[src/sv/tgcw_pkg.sv]
// ----------------------------------------------------------------------------
// tgcw_pkg
// Shared types, constants and key decoding for the text grid cursor writer.
// ----------------------------------------------------------------------------
package tgcw_pkg;

  localparam int GRID_COLS  = 128;
  localparam int GRID_ROWS  = 64;
  localparam int CELL_COUNT = GRID_COLS * GRID_ROWS;
  localparam int IDX_W      = $clog2(CELL_COUNT);
  localparam int COL_W      = $clog2(GRID_COLS);
  localparam int ROW_W      = $clog2(GRID_ROWS);
  localparam int STRIDE_W   = $clog2(GRID_COLS + 1);
  localparam int PROD_W     = ROW_W + STRIDE_W;

  localparam int POS_W  = 12;
  localparam int CODE_W = 8;
  localparam int REG_W  = 12;
  localparam int RIDX_W = 3;

  localparam logic [POS_W-1:0] POS_MAX = {POS_W{1'b1}};

  localparam logic [CODE_W-1:0] CHAR_MARK    = 8'h00;
  localparam logic [CODE_W-1:0] CHAR_NEWLINE = 8'h0A;
  localparam logic [CODE_W-1:0] CHAR_SPACE   = 8'h20;
  localparam logic [CODE_W-1:0] CHAR_FIRST   = 8'h21;
  localparam logic [CODE_W-1:0] CHAR_LAST    = 8'h7E;

  localparam logic [REG_W-1:0] RESET_LEFT   = 12'd0;
  localparam logic [REG_W-1:0] RESET_RIGHT  = 12'd128;
  localparam logic [REG_W-1:0] RESET_TOP    = 12'd0;
  localparam logic [REG_W-1:0] RESET_BOTTOM = 12'd64;

  localparam logic [RIDX_W-1:0] REG_WINDOW_LEFT   = 3'd0;
  localparam logic [RIDX_W-1:0] REG_WINDOW_RIGHT  = 3'd1;
  localparam logic [RIDX_W-1:0] REG_WINDOW_TOP    = 3'd2;
  localparam logic [RIDX_W-1:0] REG_WINDOW_BOTTOM = 3'd3;

  typedef enum logic [1:0] {
    KIND_KEY  = 2'd0,
    KIND_SET  = 2'd1,
    KIND_READ = 2'd2,
    KIND_NOP  = 2'd3
  } kind_t;

  typedef enum logic [2:0] {
    KEY_NEWLINE,
    KEY_SPACE,
    KEY_MARK,
    KEY_PRINT,
    KEY_NONE
  } key_class_t;

  typedef enum logic [2:0] {
    ST_CLEAR,
    ST_IDLE,
    ST_MAP,
    ST_ACCESS,
    ST_DONE
  } ctl_state_t;

  typedef struct packed {
    logic [REG_W-1:0] left;
    logic [REG_W-1:0] right;
    logic [REG_W-1:0] top;
    logic [REG_W-1:0] bottom;
  } window_t;

  typedef struct packed {
    logic                in_window;
    logic [COL_W-1:0]    dc;
    logic [ROW_W-1:0]    dr;
    logic [STRIDE_W-1:0] stride;
  } map_t;

  typedef struct packed {
    logic              we_code;
    logic              we_mark;
    logic              rd;
    logic [IDX_W-1:0]  addr;
    logic [CODE_W-1:0] code;
    logic              mark;
  } mem_req_t;

  function automatic key_class_t key_class(input logic [CODE_W-1:0] code);
    priority if (code == CHAR_NEWLINE) return KEY_NEWLINE;
    else if (code == CHAR_SPACE) return KEY_SPACE;
    else if (code == CHAR_MARK) return KEY_MARK;
    else if (code >= CHAR_FIRST && code <= CHAR_LAST) return KEY_PRINT;
    else return KEY_NONE;
  endfunction

endpackage

[src/sv/tgcw_cursor.sv]
// ----------------------------------------------------------------------------
// tgcw_cursor
// Write cursor: newline, advance with saturation, and direct load.
// ----------------------------------------------------------------------------
module tgcw_cursor (
  input  logic                       clk,
  input  logic                       rst,
  input  logic                       accept,
  input  tgcw_pkg::kind_t            kind,
  input  tgcw_pkg::key_class_t       cls,
  input  logic [tgcw_pkg::POS_W-1:0] pos_col,
  input  logic [tgcw_pkg::POS_W-1:0] pos_row,
  output logic [tgcw_pkg::POS_W-1:0] cursor_col,
  output logic [tgcw_pkg::POS_W-1:0] cursor_row
);

  logic [tgcw_pkg::POS_W-1:0] col_next;
  logic [tgcw_pkg::POS_W-1:0] row_next;
  logic [tgcw_pkg::POS_W-1:0] col_inc;
  logic [tgcw_pkg::POS_W-1:0] row_inc;

  assign col_inc = (cursor_col == tgcw_pkg::POS_MAX) ? cursor_col : cursor_col + 1'b1;
  assign row_inc = (cursor_row == tgcw_pkg::POS_MAX) ? cursor_row : cursor_row + 1'b1;

  always_comb begin
    col_next = cursor_col;
    row_next = cursor_row;
    unique case (kind)
      tgcw_pkg::KIND_KEY: begin
        unique case (cls)
          tgcw_pkg::KEY_NEWLINE: begin
            col_next = '0;
            row_next = row_inc;
          end
          tgcw_pkg::KEY_SPACE, tgcw_pkg::KEY_MARK, tgcw_pkg::KEY_PRINT: begin
            col_next = col_inc;
          end
          default: begin
          end
        endcase
      end
      tgcw_pkg::KIND_SET: begin
        col_next = pos_col;
        row_next = pos_row;
      end
      default: begin
      end
    endcase
  end

  always_ff @(posedge clk) begin
    if (rst) begin
      cursor_col <= '0;
      cursor_row <= '0;
    end else if (accept) begin
      cursor_col <= col_next;
      cursor_row <= row_next;
    end
  end

endmodule

[config.mk]
export PLATFORM = sky130hd
export DESIGN_NAME = tgcw_cursor
export DESIGN_NICKNAME = d
export VERILOG_FILES = /design/src/sv/tgcw_pkg.sv /design/src/sv/tgcw_cursor.sv
export SDC_FILE = /design/constraint.sdc
export NUM_CORES = 1
export LEC_CHECK = 0
export ABC_AREA = 1
export BUFFER_PORTS_ARGS = -buffer_cell sky130_fd_sc_hd__buf_2
export CAP_MARGIN = 10
export CORE_MARGIN = 2
export CORE_UTILIZATION = 50
export DETAILED_ROUTE_END_ITERATION = 10
export PLACE_DENSITY_LB_ADDON = 0.2
export SLEW_MARGIN = 20
export SYNTH_ARGS = -nofsm -noshare
export SYNTH_HDL_FRONTEND = slang
export SYNTH_SLANG_ARGS = --single-unit
[constraint.sdc]
create_clock -name clk -period 2.4 [get_ports clk]
set_input_delay 0.48 -clock clk [delete_from_list [all_inputs] [get_ports clk]]
set_output_delay 0.48 -clock clk [all_outputs]
set_load 0.03 [all_outputs]
# Yosys cells after proc, flatten, opt, wreduce, memory -nomap -nowiden
# Cells that the tools add are included.
# word_totals
out_inout_bits	24
elab_cells	26
in_bits	32
reg_bits	24
# op_classes
n_mux	6
n_reduce_logical	6
n_addsub	2
n_eq_ne	10
# op_table
operator	count
$pmux 12 s2	3
$mux 12	3
$add 12x1->12 const B	2
$eq 12x12->1 const B	2
$reduce_and 4->1	2
$eq 3x2->1 const B	2
$ne 2x2->1 const B	2
$eq 3x1->1 const B	1
$logic_not 3->1	1
$ne 3x2->1 const B	1
$ne 3x3->1 const B	1
$reduce_or 3->1	1
$eq 2x1->1 const B	1
$logic_not 2->1	1
$reduce_bool 2->1	1

# Depth between registers and ports, before layout
# Gate-level depths: netlist of the first run.
# logic_depth
ltp_word	4
ltp_mapped	9
depth_no_buf	9

# Least setup slack after synthesis of the first run
# OpenSTA, ideal clock, no wires.
# synth_timing
kind	register to register
from	register cursor_col[0] (netlist name)
to	register cursor_col[4] (netlist name)
t_arrival_ps	1646
n_path_buf	1
stages_incl_launch_ff	10
t_required_ps	2287
setup_time_ps	113
path_slack_ps	641
cell_sequence	dfxtp_1 > ha_1 > nand3_2 > nor3_4 > nand4_4 > nand2_4 > buf_12 > nand2_1 > nand2_1 > nor2_1
# synth_via
elab_chain_len	4
word_cells_on_any_way	7
classes_between	add/sub (1); eq/ne (2); mux (3); reduce/logical (1)
# synth_lines
element	line_no	rtl
start, declared	tgcw_cursor.sv:13	output logic [tgcw_pkg::POS_W-1:0] cursor_col,
start signal, assigned	tgcw_cursor.sv:56	cursor_col <= col_next;
$add 12x1->12	tgcw_cursor.sv:22	assign col_inc = (cursor_col == tgcw_pkg::POS_MAX) ? cursor_col : cursor_col + 1'b1;
$mux 12	tgcw_cursor.sv:22	
$pmux 12 s2	tgcw_cursor.sv:30	unique case (cls)
$pmux 12 s2	tgcw_cursor.sv:28	unique case (kind)
# Several ways; a longest one is shown, not always the timed one. The select of a mux whose other input is x is not followed.
# A chain may end at the register's enable or synchronous reset.

# Worst setup path in the final report of the first run
# layout_timing
from	register cursor_row[1] (netlist name)
to	register cursor_row[0] (netlist name)
# layout_via
elab_chain_len	3
# layout_lines
element	line_no	rtl
start, declared	tgcw_cursor.sv:14	output logic [tgcw_pkg::POS_W-1:0] cursor_row
start signal, assigned	tgcw_cursor.sv:57	cursor_row <= row_next;
$eq 12x12->1	tgcw_cursor.sv:23	assign row_inc = (cursor_row == tgcw_pkg::POS_MAX) ? cursor_row : cursor_row + 1'b1;
$ne 2x2->1 (no source line)	n/a	
$reduce_and 4->1 (no source line)	n/a	
# Every way passes these cells.

==> run_results.csv, run 1 <==
group,metric,value,unit
timing,hold_violations,0,
synth,yosys-top-cells-area,"sky130_fd_sc_hd__dfxtp_1 27%, sky130_fd_sc_hd__nand2_1 21%, sky130_fd_sc_hd__nor2_1 14%",
place,dpl_worst_slack,0.602,ns
global_route,grt_antenna_before_repair,0,
timing,slew_viol_final,0,
place,dp_hpwl,3110,um
timing,achievable-frequency,580,MHz
cells_and_area,layout_commonest_cell,"sky130_fd_sc_hd__nand2_1",
power,vdd.ir_drop.worst,166,uV
global_route,grt_pass1_wl,7200,um
clock_tree,clock_insertion_delay_worst_skew,0.31,ns
clock_tree,cts-resized-gates,0,
place,buffer_ports.inserted,55,
clock_tree,post-cts-setup-buffers,0,
clock_tree,count_of_hold_buffers_inserted_by_post_cts_repair,0,
global_route,grt_usage,0.220,
timing,fin_tns_setup,0,ns
die,coreArea,0.00336,mm^2
cells_and_area,syn2layout_area_growth,19.2,%
clock_tree,clkSlewWorstSetupHoldPaths,0.14,ns
timing,worst_case_headroom_to_the_max_slew_limit,0.615,
timing,final.hold.worst_slack,0.377,ns
synth,netlist_instances,307,
routing,routed_wl,4120,um
routing,ant_nets,0,
routing,post-route-drc-count,0,
status,run_status,"finished, final reports clean",
timing,unrepaired_setup_endpoints_after_global_routing,"false",
routing,via_count,1979,
global_route,met3_track_usage_gr,0.0214,
power,power-per-cell-area,419,mW/mm^2
timing,report.final.setup_viol,0,
global_route,grtUsageMet1,0.272,
worst_setup_path,regToRegSetupSlack,0.68,ns
cells_and_area,fill_cells,396,
place,placedCellCount,403,
worst_setup_path,crit_path_max_fanout,11,
worst_setup_path,cpPeakStageDelay,0.42,ns
die,floorplan.die.height,63.4,um
worst_setup_path,critical_path_class,"flip-flop to flip-flop",
die,die_w,63.4,um
cells_and_area,mostFrequentLayoutCells,"97 x sky130_fd_sc_hd__nand2_1, 64 x sky130_fd_sc_hd__nor2_1, 55 x sky130_fd_sc_hd__buf_2",
timing,tightest_slew,0.576,ns
routing,number_of_violations_reported_at_the_end_of_detailed_routing_iteration_0,81,
power,p_total,880,uW
synth,mappedNetlistNets,341,
worst_setup_path,crit_path_cell_trace,"ha_1, nand2_2, nor2_4, nand4_1, nand2_1, o21ai_0, a21oi_1",
clock_tree,clk_root_buffer_cell,"sky130_fd_sc_hd__clkbuf_4",
synth,netlist.area_leader.share,0.273,
global_route,grt_overflow,0,
power,leakage_power,0.00112,uW
worst_setup_path,arrival,1.98,ns
min_path,min_path_type,"primary input to flip-flop",
worst_setup_path,worst_setup_path_start_kind,"flip-flop",
clock_tree,clock_path_buffers,2,
clock_tree,clock_sinks,24,
timing,final.setup.worst_slack,0.676,ns
global_route,grt-busiest-layer,"met2",
timing,min_period_over_period,0.718,
cells_and_area,final_nets,396,
die,die-area,0.00401,mm^2
timing,minimum_clock_period_after_layout,1.72,ns
synth,syn-cell-area,0.00176,mm^2
routing,firstDrtPassIters,4,
synth,yosys.area.top_type,"sky130_fd_sc_hd__dfxtp_1",
synth,synth_area_per_cell,5.74,um^2
routing,via_per_inst,4.86,
clock_tree,numCtsBuffers,3,
die,io-pin-count,56,
die,floorplan.initialDensity,0.524,
synth,synth_seq_area_share,0.273,
clock_tree,clock_tree.htree_level_count,1,
timing,finalClockSkew,0.00199,ns
global_route,global_route.usage.met2,0.400,
cells_and_area,antenna_diode_count,0,
synth,synthesized_flop_and_latch_total,24,
worst_setup_path,setup.worst_path.end_class,"flip-flop",
place,place.gp.congestion,0.814,
worst_setup_path,worst_path_max_delay_cell,"sky130_fd_sc_hd__dfxtp_1",
cells_and_area,post_route_cells_drive_above_1_share,0.213,
global_route,number_of_global_route_vias_before_repair,1707,
worst_setup_path,crit_required,2.66,ns
global_route,grt_start_max_net_pins,25,
cells_and_area,finish.cell_count_without_fillers,407,
routing,routed_wire_length_per_instance,10.1,um
die,floorplan.rows,21,
synth,synth.lib_cells_used.distinct,28,
clock_tree,cts_tree,"done",
synth,ys.warnings.count,0,
flow_run,max_cap_violations,0,
worst max-delay path, delay by kind of cell, from the launching register on:
| family | cells | cell delay, ns |
|---|---|---|
| simple gates | 4 | 0.78 |
| flops | 1 | 0.42 |
| compound gates | 2 | 0.27 |
| fa+ha+maj | 1 | 0.20 |
Yosys cell counts:
library cell / instances
sky130_fd_sc_hd__nor3_1: 3
sky130_fd_sc_hd__buf_4: 1
sky130_fd_sc_hd__dfxtp_1: 24
sky130_fd_sc_hd__nand4_4: 1
sky130_fd_sc_hd__buf_2: 2
sky130_fd_sc_hd__o21ai_1: 3
sky130_fd_sc_hd__nand2_2: 2
sky130_fd_sc_hd__nand2_4: 1
sky130_fd_sc_hd__nand4_1: 4
sky130_fd_sc_hd__xnor2_1: 1
sky130_fd_sc_hd__o21ai_0: 20
sky130_fd_sc_hd__inv_2: 1
sky130_fd_sc_hd__clkbuf_1: 3
sky130_fd_sc_hd__nor2_4: 2
sky130_fd_sc_hd__nor3_4: 1
sky130_fd_sc_hd__nor2_2: 1
sky130_fd_sc_hd__nand3_2: 1
sky130_fd_sc_hd__buf_1: 1
sky130_fd_sc_hd__a21o_1: 2
sky130_fd_sc_hd__o21bai_1: 1
sky130_fd_sc_hd__nor2_1: 64
sky130_fd_sc_hd__nand3_1: 26
sky130_fd_sc_hd__inv_1: 30
sky130_fd_sc_hd__ha_1: 2
sky130_fd_sc_hd__a21oi_1: 7
sky130_fd_sc_hd__buf_12: 1
sky130_fd_sc_hd__or2_2: 5
sky130_fd_sc_hd__nand2_1: 97
layout make-up:
| class | instances | area, um^2 | share of cell area |
|---|---|---|---|
| clock buffers | 4 | 36.3 | 0.0173 |
| multi-input cells | 244 | 1110 | 0.529 |
| inverters | 31 | 116 | 0.0554 |
| flip-flops and latches | 24 | 480 | 0.229 |
| repair buffers | 58 | 298 | 0.142 |
| well taps | 46 | 57.6 | 0.0274 |
layer usage:
metal	up-vias	wire length (um)
met3	2	169
met1	867	1800
met5	-	0
li1	1072	-
met4	0	22
met2	38	2130
report_power, final:
group | switching (uW) | leakage, uW | internal (uW) | total [uW]
Clock | 126 | 0.0000210 | 92.7 | 219
Combinational | 138 | 0.000901 | 77.4 | 216
Sequential | 25.6 | 0.000196 | 419 | 445
Total | 290 | 0.00112 | 589 | 880
registers in the layout, indices dropped and copies added, names as in the netlist:
name / cells
cursor_col: 12
cursor_row: 12
cells by family (layout without fill, tap and decap cells):
kind of cell	count (synthesis)	after routing	synth area share
flops	24	24	0.273
xor+xnor	1	1	0.00497
fa+ha+maj	2	2	0.0142
compound gates	33	33	0.0980
simple gates	208	208	0.514
buf+inv	39	93	0.0959
worst paths after layout:
path / depth (start not counted) / from / endpoint
max: 7 / cursor_row[1] / cursor_row[0]
min: 2 / rst / cursor_row[10]
max reg2reg: 7 / cursor_row[1] / cursor_row[0]
min reg2reg: 2 / cursor_row[10] / cursor_row[10]
stage by stage:
step	utilization	instance area [um^2]
global placement	0.614	2060
global route	0.625	2100
detailed placement	0.614	2060
finish	0.625	2100
floorplan	-	1760
CTS	0.625	2100
Power figures use the tool's default switching activity.
==> run 2, diff against run 1 <==
- CORE_UTILIZATION: 50 -> 46
- clock period: 2.4 -> 1.5 ns (I/O delays scaled with it)
==> run_results.csv, run 2 (synthesis results as in run 1) <==
group,metric,value,unit
routing,ant_nets,0,
clock_tree,clock_insertion_delay_worst_skew,0.27,ns
timing,report.final.setup_viol,0,
place,dp_hpwl,3670,um
timing,slew_viol_final,0,
clock_tree,cts_tree,"done",
cells_and_area,antenna_diode_count,0,
die,io-pin-count,56,
worst_setup_path,worst_setup_path_start_kind,"flip-flop",
place,placedCellCount,433,
global_route,grt_pass1_wl,8250,um
place,dpl_worst_slack,-0.183,ns
timing,min_period_over_period,0.964,
timing,final.setup.worst_slack,0.0545,ns
timing,achievable-frequency,692,MHz
clock_tree,count_of_hold_buffers_inserted_by_post_cts_repair,0,
clock_tree,clk_root_buffer_cell,"sky130_fd_sc_hd__clkbuf_8",
global_route,grt_overflow,0,
die,die-area,0.00434,mm^2
timing,finalClockSkew,0.00573,ns
cells_and_area,reg_top3,"cursor_col x12, cursor_row x12",
place,place.gp.congestion,0.873,
die,coreArea,0.00366,mm^2
global_route,grt_usage,0.241,
place,buffer_ports.inserted,55,
worst_setup_path,regToRegSetupSlack,0.05,ns
clock_tree,clock_tree.htree_level_count,1,
global_route,grt_start_max_net_pins,25,
flow_run,max_cap_violations,0,
clock_tree,numCtsBuffers,3,
cells_and_area,post_route_cells_drive_above_1_share,0.357,
worst_setup_path,setup.worst_path.end_class,"flip-flop",
die,floorplan.initialDensity,0.481,
power,leakage_power,0.00131,uW
worst_setup_path,crit_required,1.66,ns
routing,via_count,2196,
cells_and_area,layout_commonest_cell,"sky130_fd_sc_hd__nand2_1",
min_path,min_path_type,"primary input to flip-flop",
cells_and_area,final_nets,427,
clock_tree,clkSlewWorstSetupHoldPaths,0.09,ns
routing,routed_wire_length_per_instance,11.3,um
routing,firstDrtPassIters,4,
die,floorplan.die.height,65.9,um
worst_setup_path,crit_path_max_fanout,11,
timing,minimum_clock_period_after_layout,1.45,ns
routing,via_per_inst,4.99,
worst_setup_path,critical_path_class,"flip-flop to flip-flop",
power,power-per-cell-area,637,mW/mm^2
clock_tree,clock_path_buffers,2,
die,floorplan.rows,22,
timing,hold_violations,0,
worst_setup_path,arrival,1.61,ns
routing,routed_wl,4990,um
power,vdd.ir_drop.worst,585,uV
die,die_w,65.9,um
cells_and_area,mostFrequentLayoutCells,"95 x sky130_fd_sc_hd__nand2_1, 57 x sky130_fd_sc_hd__nor2_1, 55 x sky130_fd_sc_hd__buf_2",
global_route,grt_antenna_before_repair,0,
cells_and_area,syn2layout_area_growth,41.7,%
routing,number_of_violations_reported_at_the_end_of_detailed_routing_iteration_0,118,
cells_and_area,fill_cells,350,
timing,tightest_slew,0.283,ns
timing,unrepaired_setup_endpoints_after_global_routing,"true",
cells_and_area,finish.cell_count_without_fillers,440,
routing,post-route-drc-count,0,
clock_tree,clock_sinks,24,
global_route,number_of_global_route_vias_before_repair,1990,
status,run_status,"finished, final reports clean",
timing,worst_case_headroom_to_the_max_slew_limit,0.811,
run 2: per-stage QoR:
step | setup TNS (ns) | power (uW) | hold slack (ns) | util | cell area [um^2]
2_1_floorplan | -0.173 | 970 | 0.362 | - | 1820
6_report | 0 | 1590 | 0.243 | 0.682 | 2500
4_1_cts | 0 | 1590 | 0.241 | 0.660 | 2420
3_5_place_dp | -1.65 | 1130 | 0.535 | 0.642 | 2350
5_1_grt | -0.271 | 1680 | 0.243 | 0.682 | 2500
3_3_place_gp | -1.04 | 1120 | 0.533 | 0.642 | 2350
run 2: critical path: stages (launching register included):
cell                      delay (ns)
sky130_fd_sc_hd__dfxtp_4        0.37
sky130_fd_sc_hd__ha_4           0.14
sky130_fd_sc_hd__nand2_4        0.06
sky130_fd_sc_hd__nor2_4         0.12
sky130_fd_sc_hd__nand3_1        0.11
sky130_fd_sc_hd__nor2_2         0.16
sky130_fd_sc_hd__nor2_4         0.09
sky130_fd_sc_hd__o21ai_0        0.21
sky130_fd_sc_hd__nor2_1         0.08
run 2: repair_timing:
action	4_1_cts	5_1_grt
hold endpoints to repair	0	0
buffers inserted	0	3
setup endpoints to repair	13	24
resized for setup	2	23
pin swaps	1	9
run 2: final cells by class:
cell class | instances | area, um^2 | share of cell area
sequential | 24 | 510 | 0.205
multi-input combinational | 244 | 1200 | 0.483
inverter | 31 | 119 | 0.0476
tap | 48 | 60.1 | 0.0241
clock buffer | 4 | 55.1 | 0.0221
timing repair buffer | 89 | 547 | 0.219
run 2: final timing paths:
kind / startpoint / depth (start not counted) / end
max: cursor_row[1] / 8 / cursor_row[8]
min: rst / 2 / cursor_row[4]
max reg2reg: cursor_row[1] / 8 / cursor_row[8]
min reg2reg: cursor_col[2] / 2 / cursor_col[2]
run 2: power breakdown:
group | internal [uW] | switching (uW)
combinational | 168 | 257
sequential | 671 | 35.0
clock | 235 | 225
run 2: metal layers:
layer	part of all wire	vias up	wire [um]	global-route usage
met3	0.040	4	200	0.0409
met1	0.43	1003	2140	0.272
met2	0.53	54	2620	0.465
met4	0.0058	0	29	0.0547
met5	0	-	0	0
li1	-	1135	-	-
