## src/sv/tgcw_pkg.sv

```systemverilog
// ----------------------------------------------------------------------------
// tgcw_pkg
// Shared types, constants and key decoding for the text grid cursor writer.
// ----------------------------------------------------------------------------
package tgcw_pkg;

  localparam int GRID_COLS  = 128;
  localparam int GRID_ROWS  = 64;
  localparam int CELL_COUNT = GRID_COLS * GRID_ROWS;
  localparam int IDX_W      = $clog2(CELL_COUNT);
  localparam int COL_W      = $clog2(GRID_COLS);
  localparam int ROW_W      = $clog2(GRID_ROWS);
  localparam int STRIDE_W   = $clog2(GRID_COLS + 1);
  localparam int PROD_W     = ROW_W + STRIDE_W;

  localparam int POS_W  = 12;
  localparam int CODE_W = 8;
  localparam int REG_W  = 12;
  localparam int RIDX_W = 3;

  localparam logic [POS_W-1:0] POS_MAX = {POS_W{1'b1}};

  localparam logic [CODE_W-1:0] CHAR_MARK    = 8'h00;
  localparam logic [CODE_W-1:0] CHAR_NEWLINE = 8'h0A;
  localparam logic [CODE_W-1:0] CHAR_SPACE   = 8'h20;
  localparam logic [CODE_W-1:0] CHAR_FIRST   = 8'h21;
  localparam logic [CODE_W-1:0] CHAR_LAST    = 8'h7E;

  localparam logic [REG_W-1:0] RESET_LEFT   = 12'd0;
  localparam logic [REG_W-1:0] RESET_RIGHT  = 12'd128;
  localparam logic [REG_W-1:0] RESET_TOP    = 12'd0;
  localparam logic [REG_W-1:0] RESET_BOTTOM = 12'd64;

  localparam logic [RIDX_W-1:0] REG_WINDOW_LEFT   = 3'd0;
  localparam logic [RIDX_W-1:0] REG_WINDOW_RIGHT  = 3'd1;
  localparam logic [RIDX_W-1:0] REG_WINDOW_TOP    = 3'd2;
  localparam logic [RIDX_W-1:0] REG_WINDOW_BOTTOM = 3'd3;

  typedef enum logic [1:0] {
    KIND_KEY  = 2'd0,
    KIND_SET  = 2'd1,
    KIND_READ = 2'd2,
    KIND_NOP  = 2'd3
  } kind_t;

  typedef enum logic [2:0] {
    KEY_NEWLINE,
    KEY_SPACE,
    KEY_MARK,
    KEY_PRINT,
    KEY_NONE
  } key_class_t;

  typedef enum logic [2:0] {
    ST_CLEAR,
    ST_IDLE,
    ST_MAP,
    ST_ACCESS,
    ST_DONE
  } ctl_state_t;

  typedef struct packed {
    logic [REG_W-1:0] left;
    logic [REG_W-1:0] right;
    logic [REG_W-1:0] top;
    logic [REG_W-1:0] bottom;
  } window_t;

  typedef struct packed {
    logic                in_window;
    logic [COL_W-1:0]    dc;
    logic [ROW_W-1:0]    dr;
    logic [STRIDE_W-1:0] stride;
  } map_t;

  typedef struct packed {
    logic              we_code;
    logic              we_mark;
    logic              rd;
    logic [IDX_W-1:0]  addr;
    logic [CODE_W-1:0] code;
    logic              mark;
  } mem_req_t;

  function automatic key_class_t key_class(input logic [CODE_W-1:0] code);
    priority if (code == CHAR_NEWLINE) return KEY_NEWLINE;
    else if (code == CHAR_SPACE) return KEY_SPACE;
    else if (code == CHAR_MARK) return KEY_MARK;
    else if (code >= CHAR_FIRST && code <= CHAR_LAST) return KEY_PRINT;
    else return KEY_NONE;
  endfunction

endpackage

```

## src/sv/tgcw_cell_map.sv

```systemverilog
// ----------------------------------------------------------------------------
// tgcw_cell_map
// Window test and store index: registered inside test, then row * stride + col.
// ----------------------------------------------------------------------------
module tgcw_cell_map (
  input  logic                        clk,
  input  logic                        load,
  input  tgcw_pkg::window_t           win,
  input  logic [tgcw_pkg::POS_W-1:0]  col,
  input  logic [tgcw_pkg::POS_W-1:0]  row,
  output tgcw_pkg::map_t              map,
  output logic [tgcw_pkg::IDX_W-1:0]  idx
);

  logic [tgcw_pkg::POS_W-1:0]    dc;
  logic [tgcw_pkg::POS_W-1:0]    dr;
  logic [tgcw_pkg::REG_W-1:0]    span;
  logic                          in_window;
  logic [tgcw_pkg::STRIDE_W-1:0] stride;
  logic [tgcw_pkg::PROD_W-1:0]   prod;

  always_comb begin
    dc   = col - win.left;
    dr   = row - win.top;
    span = win.right - win.left;
    in_window = (col >= win.left) && (col < win.right) &&
                (row >= win.top) && (row < win.bottom) &&
                ({1'b0, dc} < 13'(tgcw_pkg::GRID_COLS)) &&
                ({1'b0, dr} < 13'(tgcw_pkg::GRID_ROWS));
    if ({1'b0, span} < 13'(tgcw_pkg::GRID_COLS)) begin
      stride = tgcw_pkg::STRIDE_W'(span);
    end else begin
      stride = tgcw_pkg::STRIDE_W'(tgcw_pkg::GRID_COLS);
    end
  end

  always_ff @(posedge clk) begin
    if (load) begin
      map.in_window <= in_window;
      map.dc        <= dc[tgcw_pkg::COL_W-1:0];
      map.dr        <= dr[tgcw_pkg::ROW_W-1:0];
      map.stride    <= stride;
    end
  end

  assign prod = tgcw_pkg::PROD_W'(map.dr) * tgcw_pkg::PROD_W'(map.stride);
  assign idx  = tgcw_pkg::IDX_W'(prod + tgcw_pkg::PROD_W'(map.dc));

endmodule

```

## config.mk

```make
export PLATFORM = sky130hd
export DESIGN_NAME = tgcw_cell_map
export DESIGN_NICKNAME = d
export VERILOG_FILES = /design/src/sv/tgcw_pkg.sv /design/src/sv/tgcw_cell_map.sv
export SDC_FILE = /design/constraint.sdc
export NUM_CORES = 1
export LEC_CHECK = 0
export BUFFER_PORTS_ARGS = -buffer_cell sky130_fd_sc_hd__buf_2
export CAP_MARGIN = 30
export CORE_UTILIZATION = 55
export DETAILED_ROUTE_END_ITERATION = 7
export PLACE_DENSITY_LB_ADDON = 0.1
export SYNTH_ARGS = -nofsm -noshare
export SYNTH_HDL_FRONTEND = slang
export SYNTH_SLANG_ARGS = --single-unit
```

## constraint.sdc

```tcl
create_clock -name clk -period 11.6 [get_ports clk]
set_input_delay 2.32 -clock clk [delete_from_list [all_inputs] [get_ports clk]]
set_output_delay 2.32 -clock clk [all_outputs]
set_load 0.02 [all_outputs]
```

# Yosys cells after proc, flatten, opt, wreduce, memory -nomap -nowiden
# Cells that the tools add are included.
dict set report word_totals {
  elab_cells 21
  output_inout_bits 35
  reg_bits 22
}
dict set report classes {
  multipliers 1
  reduce_logical 5
  addsub 4
  magnitude_cmp 7
}
# operator count
set ops {}
lappend ops {{12-bit subtractor} 3}
lappend ops {{12-bit >= comparator} 2}
lappend ops {{12-bit < comparator} 2}
lappend ops {{12-bit by 8-bit < comparator with 1-bit output (second input constant)} 2}
lappend ops {{13-bit by 7-bit adder with 13-bit output} 1}
lappend ops {{6-bit by 8-bit multiplier with 13-bit output} 1}
lappend ops {{12-bit by 7-bit < comparator with 1-bit output (second input constant)} 1}
lappend ops {{1-bit logical AND} 5}

# Depth between registers and ports, before layout
# Gate-level depths: netlist (run 1).
dict set report depth {
  depth_word 6
  depth_mapped 17
  depth_no_buf 17
}

# Least setup slack after synthesis (run 1)
# No wires, ideal clock.
dict set report synth_timing {
  path_type {register to output}
  startpoint {register map[10] in the netlist's numbering}
  endpoint {output port idx[12] in the netlist's numbering}
  stages_incl_launch_ff 17
  t_arrival_ps 4816
  slack_ps 4464
  required_ps 9280
  path_cell_list {edfxtp_1 > and2_1 > fa_1 > inv_1 > fa_1 > inv_1 > fa_1 > inv_1 > fa_1 > inv_1 > ha_1 > or4_1 > a31oi_1 > nor2b_1 > o21a_1 > o41a_1 > xnor2_1}
}
dict set report synth_between {
  elab_chain_len 2
}
# element line_no
set synth_lines {}
lappend synth_lines {{start: declaration} tgcw_cell_map.sv:11} ;# output tgcw_pkg::map_t map,
lappend synth_lines {{6-bit by 8-bit multiplier with 13-bit output} tgcw_cell_map.sv:46} ;# assign prod = tgcw_pkg::PROD_W'(map.dr) * tgcw_pkg::PROD_W'(map.stride);
lappend synth_lines {{13-bit by 7-bit adder with 13-bit output} tgcw_cell_map.sv:47} ;# assign idx = tgcw_pkg::IDX_W'(prod + tgcw_pkg::PROD_W'(map.dc));
lappend synth_lines {{end: declaration} tgcw_cell_map.sv:12} ;# output logic [tgcw_pkg::IDX_W-1:0] idx
# Every way passes these cells.

# Worst setup path in the final report (run 1)
# Ends and elaborated chain as after synthesis.

==> metrics.csv, run 1 <==
metric;value;unit
start_util;56.9;%
cts_setup_buffers;0;
first_global_vias;4011;
overflow;0;
post-synth-top-count-cell;inv_1;
layout-drive-gt1-share;18.1;%
cap_violations;0;
die_area;8880;µm²
async_reset_ff_share;0;%
hold_depth;3;
seq_area_frac_synth;14.1;%
cts_tree;yes;
synth_flop_cell;edfxtp_1;
cp.arrival;5120;ps
diodes;0;
drc;0;
grt_max_degree;23;
avgSynthCellArea;8.57;µm²
h-tree-depth;1;
numCtsBuffers;3;
timing.slew.headroom;66.5;%
dp_hpwl;9.10;mm
cts_root_buffer;clkbuf_8;
cp_max_fo;9;
finalCritPeriodShare;64.1;%
top_register;map;
reg_top3;map (22);
die_width;94.2;µm
areaGrowthSynthToFinish;15.4;%
yosysTopAreaCell;ha_1;
max_clock_freq;134;MHz
grt_pass1_wl;17.0;mm
worstMarginPinSlew;490;ps
worst_hold_slack;2490;ps
crit_path_start_kind;flip-flop;
ir_drop;0.000141;V
fin_nets;846;
clk_path_buf_depth;2;
hp-class;in2reg;
die_h;94.2;µm
clkTransAtPathRegs;80;ps
hold_violations;0;
placed_area;5330;µm²
yosys-top-cells-area;ha_1 (24%), edfxtp_1 (14%), fa_1 (13%);
rsz0062_at_grt;no;
antenna_found_initial;0;
worstSetupPathType;reg2out;
postSynthCellCount;546;
yosys_warnings;0;
core-area;8220;µm²
ys_ff_latch;22;
syn_area;4680;µm²
fin_setup_tns;0;ps
finish.instance_area;5400;µm²
vias;4213;
min-delay-start;win[36];
min_to;map[0]$_SDFFCE_PP0P_;
largest_register_ffs;22;
synth_top_area_share;23.5;%
io_buffer_count;108;
synth_edf_count;22;
routed_wl;10.3;mm
ant_nets;0;
wire_per_inst;13.6;µm
ctsResizeCount;0;
powerDensity;184;nW/µm²
track_usage;23.6;%
via_per_inst;5.57;
cts_sinks;22;
gp_congestion;0.873;
p_leak;2.74;nW
drt-initial-drc-count;116;
fill_cells;729;
ys_top_cells_by_count;inv_1 (90), ha_1 (88), and2_1 (42);
drt_pass1_iterations;4;
synth_cell_types;54;
required;9280;ps
setup.worst_path.start;map[10]$_DFFE_PP_;
rows;33;
io_pins;109;
status;completed;
final_max_slew_viol_count;0;
finalSetupViolations;0;
synth_fp_nets;739;
ctsHoldBuffers;0;
layout_min_cycle_time;7440;ps
endpoint_kind;output port;
-- kinds of logic after synthesis --
kind of cell,after synthesis,synth area share (%)
adders and majority gates,119,36.8
buffers and inverters,96,7.70
DFF,22,14.1
xor gates and xnor gates,28,5.24
AOI/OAI and AO/OA,98,14.3
muxes,5,1.10
and+or+nand+nor,178,20.7
-- final cells by class --
class	instances	area, µm²	area share (%)
clock buffer	3	41.3	0.765
clock inverter	1	30.0	0.556
inverter	90	338	6.26
multi-input combinational	428	3660	67.7
sequential	22	661	12.2
tap	105	131	2.43
timing repair buffer	108	541	10.0
-- critical path: stages (launching register included) --
cell and delay (ps):
edfxtp_1 510, and2_1 230, fa_1 530, inv_1 50
fa_1 470, inv_1 50, fa_1 530, inv_1 50
fa_1 500, inv_1 40, ha_1 220, or4_1 520
a31oi_1 250, nor2b_1 80, o21a_1 200, o41a_1 320
xnor2_1 130, buf_2 180
-- through the flow --
step / setup slack, ps / instances / util (%) / power, mW
after CTS: 4150 / 757 / 65.7 / 1.00
after global placement: 4520 / 753 / 64.8 / 0.910
after detailed placement: 4440 / 753 / 64.8 / 0.928
after floorplan: 4460 / 546 / - / 0.729
after global routing: 3910 / 757 / 65.7 / 1.10
final: 4160 / 757 / 65.7 / 0.991
-- how the worst max path moves through the flow --
| stage | to | slack (ps) |
|---|---|---|
| floorplan | idx[12] | 4460 |
| global route | idx[12] | 3910 |
| CTS | idx[12] | 4150 |
| global placement | idx[12] | 4520 |
| detailed placement | idx[12] | 4440 |
| finish | idx[12] | 4160 |
-- cells in the final DEF, fill, tap and decap left out, types with 3 or more instances in the layout --
master     instances
a21oi_1           26
a31oi_1            4
nor3_2             3
o21a_1            14
nand2_1           23
o221ai_1           3
a21o_1             4
o21ai_1            4
nor2_1            38
a211oi_1           6
nand4_1           12
fa_1              31
nor2b_1            9
or4_1              6
o22ai_1            4
xor2_1             7
nor3_1            16
nand3_1            5
clkbuf_8           3
nand2b_1           6
mux2i_1            4
inv_1             90
buf_2            108
o211ai_1           3
edfxtp_1          22
a2bb2oi_1          3
and2_1            42
ha_1              88
xnor2_1           21
nor4_1             7
o21ai_0            8
-- metal layers --
metal | share of wire, % | routed length, µm | up-vias | GRT usage [%]
met4 | 1.7 | 176 | 0 | 6.03
met5 | 0 | 0 | - | 0
met2 | 52 | 5320 | 104 | 45.4
met3 | 3.6 | 370 | 18 | 2.10
met1 | 43 | 4420 | 1967 | 27.7
li1 | - | - | 2124 | -
-- power breakdown --
group / internal (mW) / switching, mW / leakage, nW / total (mW)
clock: 0.0460 / 0.0242 / 0.0357 / 0.0702
sequential: 0.0996 / 0.0123 / 0.213 / 0.112
combinational: 0.346 / 0.463 / 2.49 / 0.809
total: 0.492 / 0.500 / 2.74 / 0.991
Note: power is estimated with default switching activity, not from simulation.
==> run 2, diff against run 1 <==
- CORE_UTILIZATION: 55 -> 51
- clock period: 11.6 -> 6.15 ns (I/O delays scaled with it)
==> run 2 against run 1 <==
Against the previous run: the run now ends with design-rule violations left; critical path depth stayed put; first-iteration DRC count is 30% higher; sequential share of layout area is 0.46 points lower; flip-flop and latch count stayed put; cell count is 2.9% higher; setup slack worse by 4100 ps; via count is 0.85% lower; largest power group unchanged.
==> metrics.csv, run 2 (synthesized netlist as in run 1, its figures left out) <==
metric;value;unit;change
hp-class;in2reg;;
dr_wl_met2;5.48;mm;+2.9%
crit_path_start_kind;flip-flop;;
drc;14;;+14
multiInputGateArea;3720;µm²;+1.6%
numCtsBuffers;3;;unchanged
max_clock_freq;164;MHz;
dp.cells;759;;+0.80%
fin_nets;865;;+2.2%
fin_util;63.7;%;-2.0 points
worst_hold_slack;1390;ps;-1100 ps
top_register;map;;
die_h;97.8;µm;+3.8%
grt_pass1_wl;18.4;mm;+7.8%
p_leak;2.84;nW;+3.5%
cp_max_fo;4;;-5
worstMarginPinSlew;533;ps;+42.9 ps
clkTransAtPathRegs;80;ps;about the same
final_cell_mix;buf_2 (106), inv_1 (87), ha_1 (86), and2_1 (40), nor2_1 (38);;
finalSetupViolations;0;;unchanged
die_area;9560;µm²;+7.7%
h-tree-depth;1;;unchanged
overflow;0;;unchanged
cp_top_family;adder cells;;
vias;4177;;-0.85%
cts_root_buffer;clkbuf_8;;
endpoint_kind;output port;;
routed_wl;10.7;mm;+3.8%
top_layer;met4;;
required;4920;ps;-4360 ps
dp_slack;37.7;ps;-4400 ps
drt-initial-drc-count;151;;+30%
layout_min_cycle_time;6080;ps;
final_max_slew_viol_count;0;;unchanged
hold_violations;0;;unchanged
areaGrowthSynthToFinish;19.9;%;
ant_nets;0;;unchanged
finalCritPeriodShare;98.9;%;
start_util;53.1;%;-3.8 points
timing.slew.headroom;63.6;%;-2.9 points
io_buffer_count;108;;unchanged
layout-drive-gt1-share;22.2;%;+4.1 points
via_per_inst;5.36;;-3.7%
drt_pass1_iterations;6;;+2
rsz0062_at_grt;yes;;
fill_cells;766;;+5.1%
path_cells;and2_4 > fa_1 > inv_1 > fa_1 > inv_2 > fa_1 > inv_2 > fa_1 > inv_2 > ha_4 > or4_4 > a31oi_4 > nor2b_1 > o21a_1 > o41a_1 > xnor2_1 > buf_4;;
powerDensity;370;nW/µm²;+100%
dp_hpwl;9.23;mm;+1.5%
layout_setup_ws;67.0;ps;-4100 ps
ff_latch_area;661;µm²;unchanged
min-delay-start;win[36];;
cp_slowest_cell;fa_1;;
largest_register_ffs;22;;unchanged
antenna_found_initial;0;;unchanged
cp.arrival;4850;ps;-270 ps
clk_path_buf_depth;2;;unchanged
reg_top3;map (22);;
core-area;8810;µm²;+7.2%
max_stage_delay;540;ps;about the same
status;finished with violations;;
ir_drop;0.000397;V;+180%
worstSetupPathType;reg2out;;
cts_sinks;22;;unchanged
die_width;97.8;µm;+3.8%
wl_met1;4.78;mm;+8.3%
wire_per_inst;13.7;µm;+0.91%
track_usage;22.9;%;-0.76 points
final_cells;779;;+2.9%
cts_tree;yes;;
path_buf_inv;5;;unchanged
crit_top_cell;fa_1;;
rows;34;;+3.0%
violations;design-rule violations;;
diodes;0;;unchanged
grt_max_degree;23;;unchanged
gp_congestion;0.871;;-0.24%
ctsHoldBuffers;0;;unchanged
io_pins;109;;unchanged
cap_violations;0;;unchanged
met3_length;270;µm;-27%
layout_commonest_cell;buf_2;;
setup.worst_path.start;map[10]$_DFFE_PP_;;
first_global_vias;4249;;+5.9%
run 2: power breakdown:
group	internal, mW	leakage [nW]	switching, mW
clock network	0.0868	0.0357	0.0433
logic	0.780	2.59	0.959
registers	0.188	0.213	0.0166
run 2: final cells by class:
| class | count | share of cell area (%) |
|---|---|---|
| clock inverter | 1 | 0.535 |
| timing repair buffer | 127 | 12.3 |
| clock buffer | 3 | 0.736 |
| inverter | 90 | 6.02 |
| multi-input combinational | 428 | 66.3 |
| sequential | 22 | 11.8 |
| tap | 108 | 2.41 |
run 2: path summary, 6_finish.rpt:
check | cells after the start | to | slack (ps)
setup / recovery | 17 | idx[12] | 70
hold / removal | 3 | map[0]$_SDFFCE_PP0P_ | 1390
run 2: through the flow:
stage	cell area (µm²)	power (mW)	setup TNS, ps
final	5610	2.07	0
after global routing	5610	2.27	-152
after CTS	5510	2.00	0
after detailed placement	5350	1.76	0
after global placement	5350	1.73	0
after floorplan	4680	1.38	0
run 2: tightest hold or removal path, stage by stage:
cell and delay [ps]:
buf_2 90, ha_1 120, nor2_1 40
run 2: per-layer routing:
| layer | global-route usage (%) | vias to the layer above |
|---|---|---|
| li1 | - | 2158 |
| met1 | 28.3 | 1916 |
| met2 | 43.6 | 89 |
| met4 | 5.24 | 0 |
| met3 | 1.00 | 14 |
| met5 | 0 | - |
run 2: timing repair:
item,in CTS,in global routing
resized for setup,5,10
buffers inserted,7,9
setup endpoints to repair,3,2
gates cloned,0,0
pin swaps,1,3
==> run 3, diff against run 2 <==
- GPL_TIMING_DRIVEN: not set -> 0
==> run 3 against run 2 <==
Against the previous run: critical endpoint unchanged; setup slack worse by 33 ps; highest routed layer unchanged; flip-flop and latch count stayed put; sequential power hardly changed; first-iteration DRC count is 46% higher; combinational power hardly changed; the run still ends with design-rule violations left; largest power group unchanged; fmax is 0.54% lower; critical path depth stayed put; cell area is 0.71% higher; cell count is 1.0% higher; largest cell class unchanged.
==> metrics.csv, run 3 (synthesized netlist as in run 1, its figures left out) <==
metric;value;unit;change
status;finished with violations;;
violations;design-rule violations;;
required;4920;ps;about the same
reg_top3;map (22);;
first_global_vias;4277;;+0.66%
cts_sinks;22;;unchanged
cts_root_buffer;clkbuf_8;;
drt_pass1_iterations;6;;unchanged
core-area;8810;µm²;unchanged
routed_wl;10.7;mm;+0.62%
via_per_inst;5.47;;+1.9%
rsz0062_at_grt;yes;;
h-tree-depth;1;;unchanged
grt_util_met2;43.1;%;-0.55 points
cts_tree;yes;;
hold_violations;0;;unchanged
layout_commonest_cell;buf_2;;
setup.worst_path.start;map[3]$_SDFFCE_PP0P_;;
p_leak;2.85;nW;+0.55%
min_to;map[0]$_SDFFCE_PP0P_;;
io_pins;109;;unchanged
grt_pass1_wl;18.5;mm;+0.79%
grt_max_degree;23;;unchanged
multiInputGateArea;3720;µm²;about the same
worstMarginPinSlew;526;ps;-6.42 ps
overflow;0;;unchanged
drc;14;;unchanged
finalSetupViolations;0;;unchanged
numCtsBuffers;3;;unchanged
dp_hpwl;9.01;mm;-2.5%
max_clock_freq;164;MHz;-0.54%
fill_cells;790;;+3.1%
ff_latch_area;661;µm²;unchanged
use_met1;29.3;%;+1.0 points
wire_per_inst;13.7;µm;-0.40%
layout-drive-gt1-share;22.2;%;+0.033 points
diodes;0;;unchanged
hp-class;in2reg;;
cap_violations;0;;unchanged
crit_path_start_kind;flip-flop;;
antenna_found_initial;0;;unchanged
final_cell_mix;buf_2 (106), inv_1 (88), ha_1 (85), and2_1 (40), nor2_1 (38);;
min-delay-start;win[36];;
drt-initial-drc-count;220;;+46%
grt-busiest-layer;met2;;
fin_nets;873;;+0.92%
die_h;97.8;µm;unchanged
ant_nets;0;;unchanged
dp_slack;-1.34;ps;-39.0 ps
rows;34;;unchanged
die_width;97.8;µm;unchanged
largest_register_ffs;22;;unchanged
layout_min_cycle_time;6120;ps;+33.0 ps
p_total;2.06;mW;-0.56%
cp.arrival;4890;ps;+40 ps
gp_congestion;0.872;;+0.15%
hold_depth;3;;unchanged
final_max_slew_viol_count;0;;unchanged
vias;4301;;+3.0%
clkTransAtPathRegs;70;ps;about the same
endpoint_kind;output port;;
start_util;53.1;%;unchanged
cp_max_fo;4;;unchanged
worstSetupPathType;reg2out;;
finalCritPeriodShare;99.4;%;+0.54 points
clk_path_buf_depth;2;;unchanged
io_buffer_count;108;;unchanged
layout_setup_ws;34.0;ps;-33.0 ps
timing.slew.headroom;64.0;%;+0.44 points
ir_drop;0.000374;V;-5.7%
areaGrowthSynthToFinish;20.8;%;
die_area;9560;µm²;unchanged
grt_use_met3;1.15;%;+0.14 points
track_usage;23.1;%;+0.25 points
top_register;map;;
powerDensity;365;nW/µm²;-1.3%
run 3: what timing repair did:
action,4_1_cts,5_1_grt
endpoints found under the setup margin,3,3
pin swaps,3,3
buffers inserted,17,4
hold buffers,0,0
gates resized for setup,7,9
run 3: worst max-delay path by stage:
| stage | to | slack [ps] |
|---|---|---|
| finish | idx[12] | 30 |
| global route | idx[12] | -180 |
| CTS | idx[12] | -9 |
| detailed placement | idx[12] | -1 |
| global placement | idx[12] | 50 |
| floorplan | idx[12] | 100 |
run 3: per-layer routing:
layer / wire [µm] / vias up / share of wire (%)
li1: - / 2179 / -
met1: 4750 / 2014 / 44
met2: 5550 / 94 / 52
met3: 309 / 14 / 2.9
met4: 145 / 0 / 1.3
met5: 0 / - / 0
run 3: worst max-delay path: stages, from the launching register on:
cell and delay (ps):
edfxtp_1 450, and2_4 200, fa_1 530, inv_1 50, fa_1 470, inv_1 50, fa_1 550, inv_2 40
fa_1 510, inv_2 50, ha_4 160, or4_4 550, a31oi_4 150, nor2b_1 60, o21a_1 180, o41a_1 330
xnor2_1 140, buf_4 160
run 3: where the power goes:
group / internal [mW] / leakage (nW) / switching (mW) / total, mW
logic: 0.774 / 2.60 / 0.952 / 1.73
registers: 0.188 / 0.213 / 0.0177 / 0.205
clock network: 0.0869 / 0.0357 / 0.0427 / 0.130
total: 1.05 / 2.85 / 1.01 / 2.06
run 3: through the flow:
step	util, %	hold WS [ps]	std cells	TNS [ps]	cell area [µm²]
2_1_floorplan	-	1340	546	0	4680
3_3_place_gp	60.8	1650	762	0	5350
3_5_place_dp	60.8	1640	762	-1.34	5350
4_1_cts	63.4	1380	783	-9.18	5580
5_1_grt	64.2	1380	787	-182	5650
6_report	64.2	1380	787	0	5650
run 3: layout make-up:
class / instances / area share [%]
tap: 108 / 2.39
clock inverter: 1 / 0.532
clock buffer: 3 / 0.731
inverter: 90 / 5.98
timing repair buffer: 129 / 12.4
buffer: 6 / 0.399
multi-input combinational: 428 / 65.8
sequential: 22 / 11.7
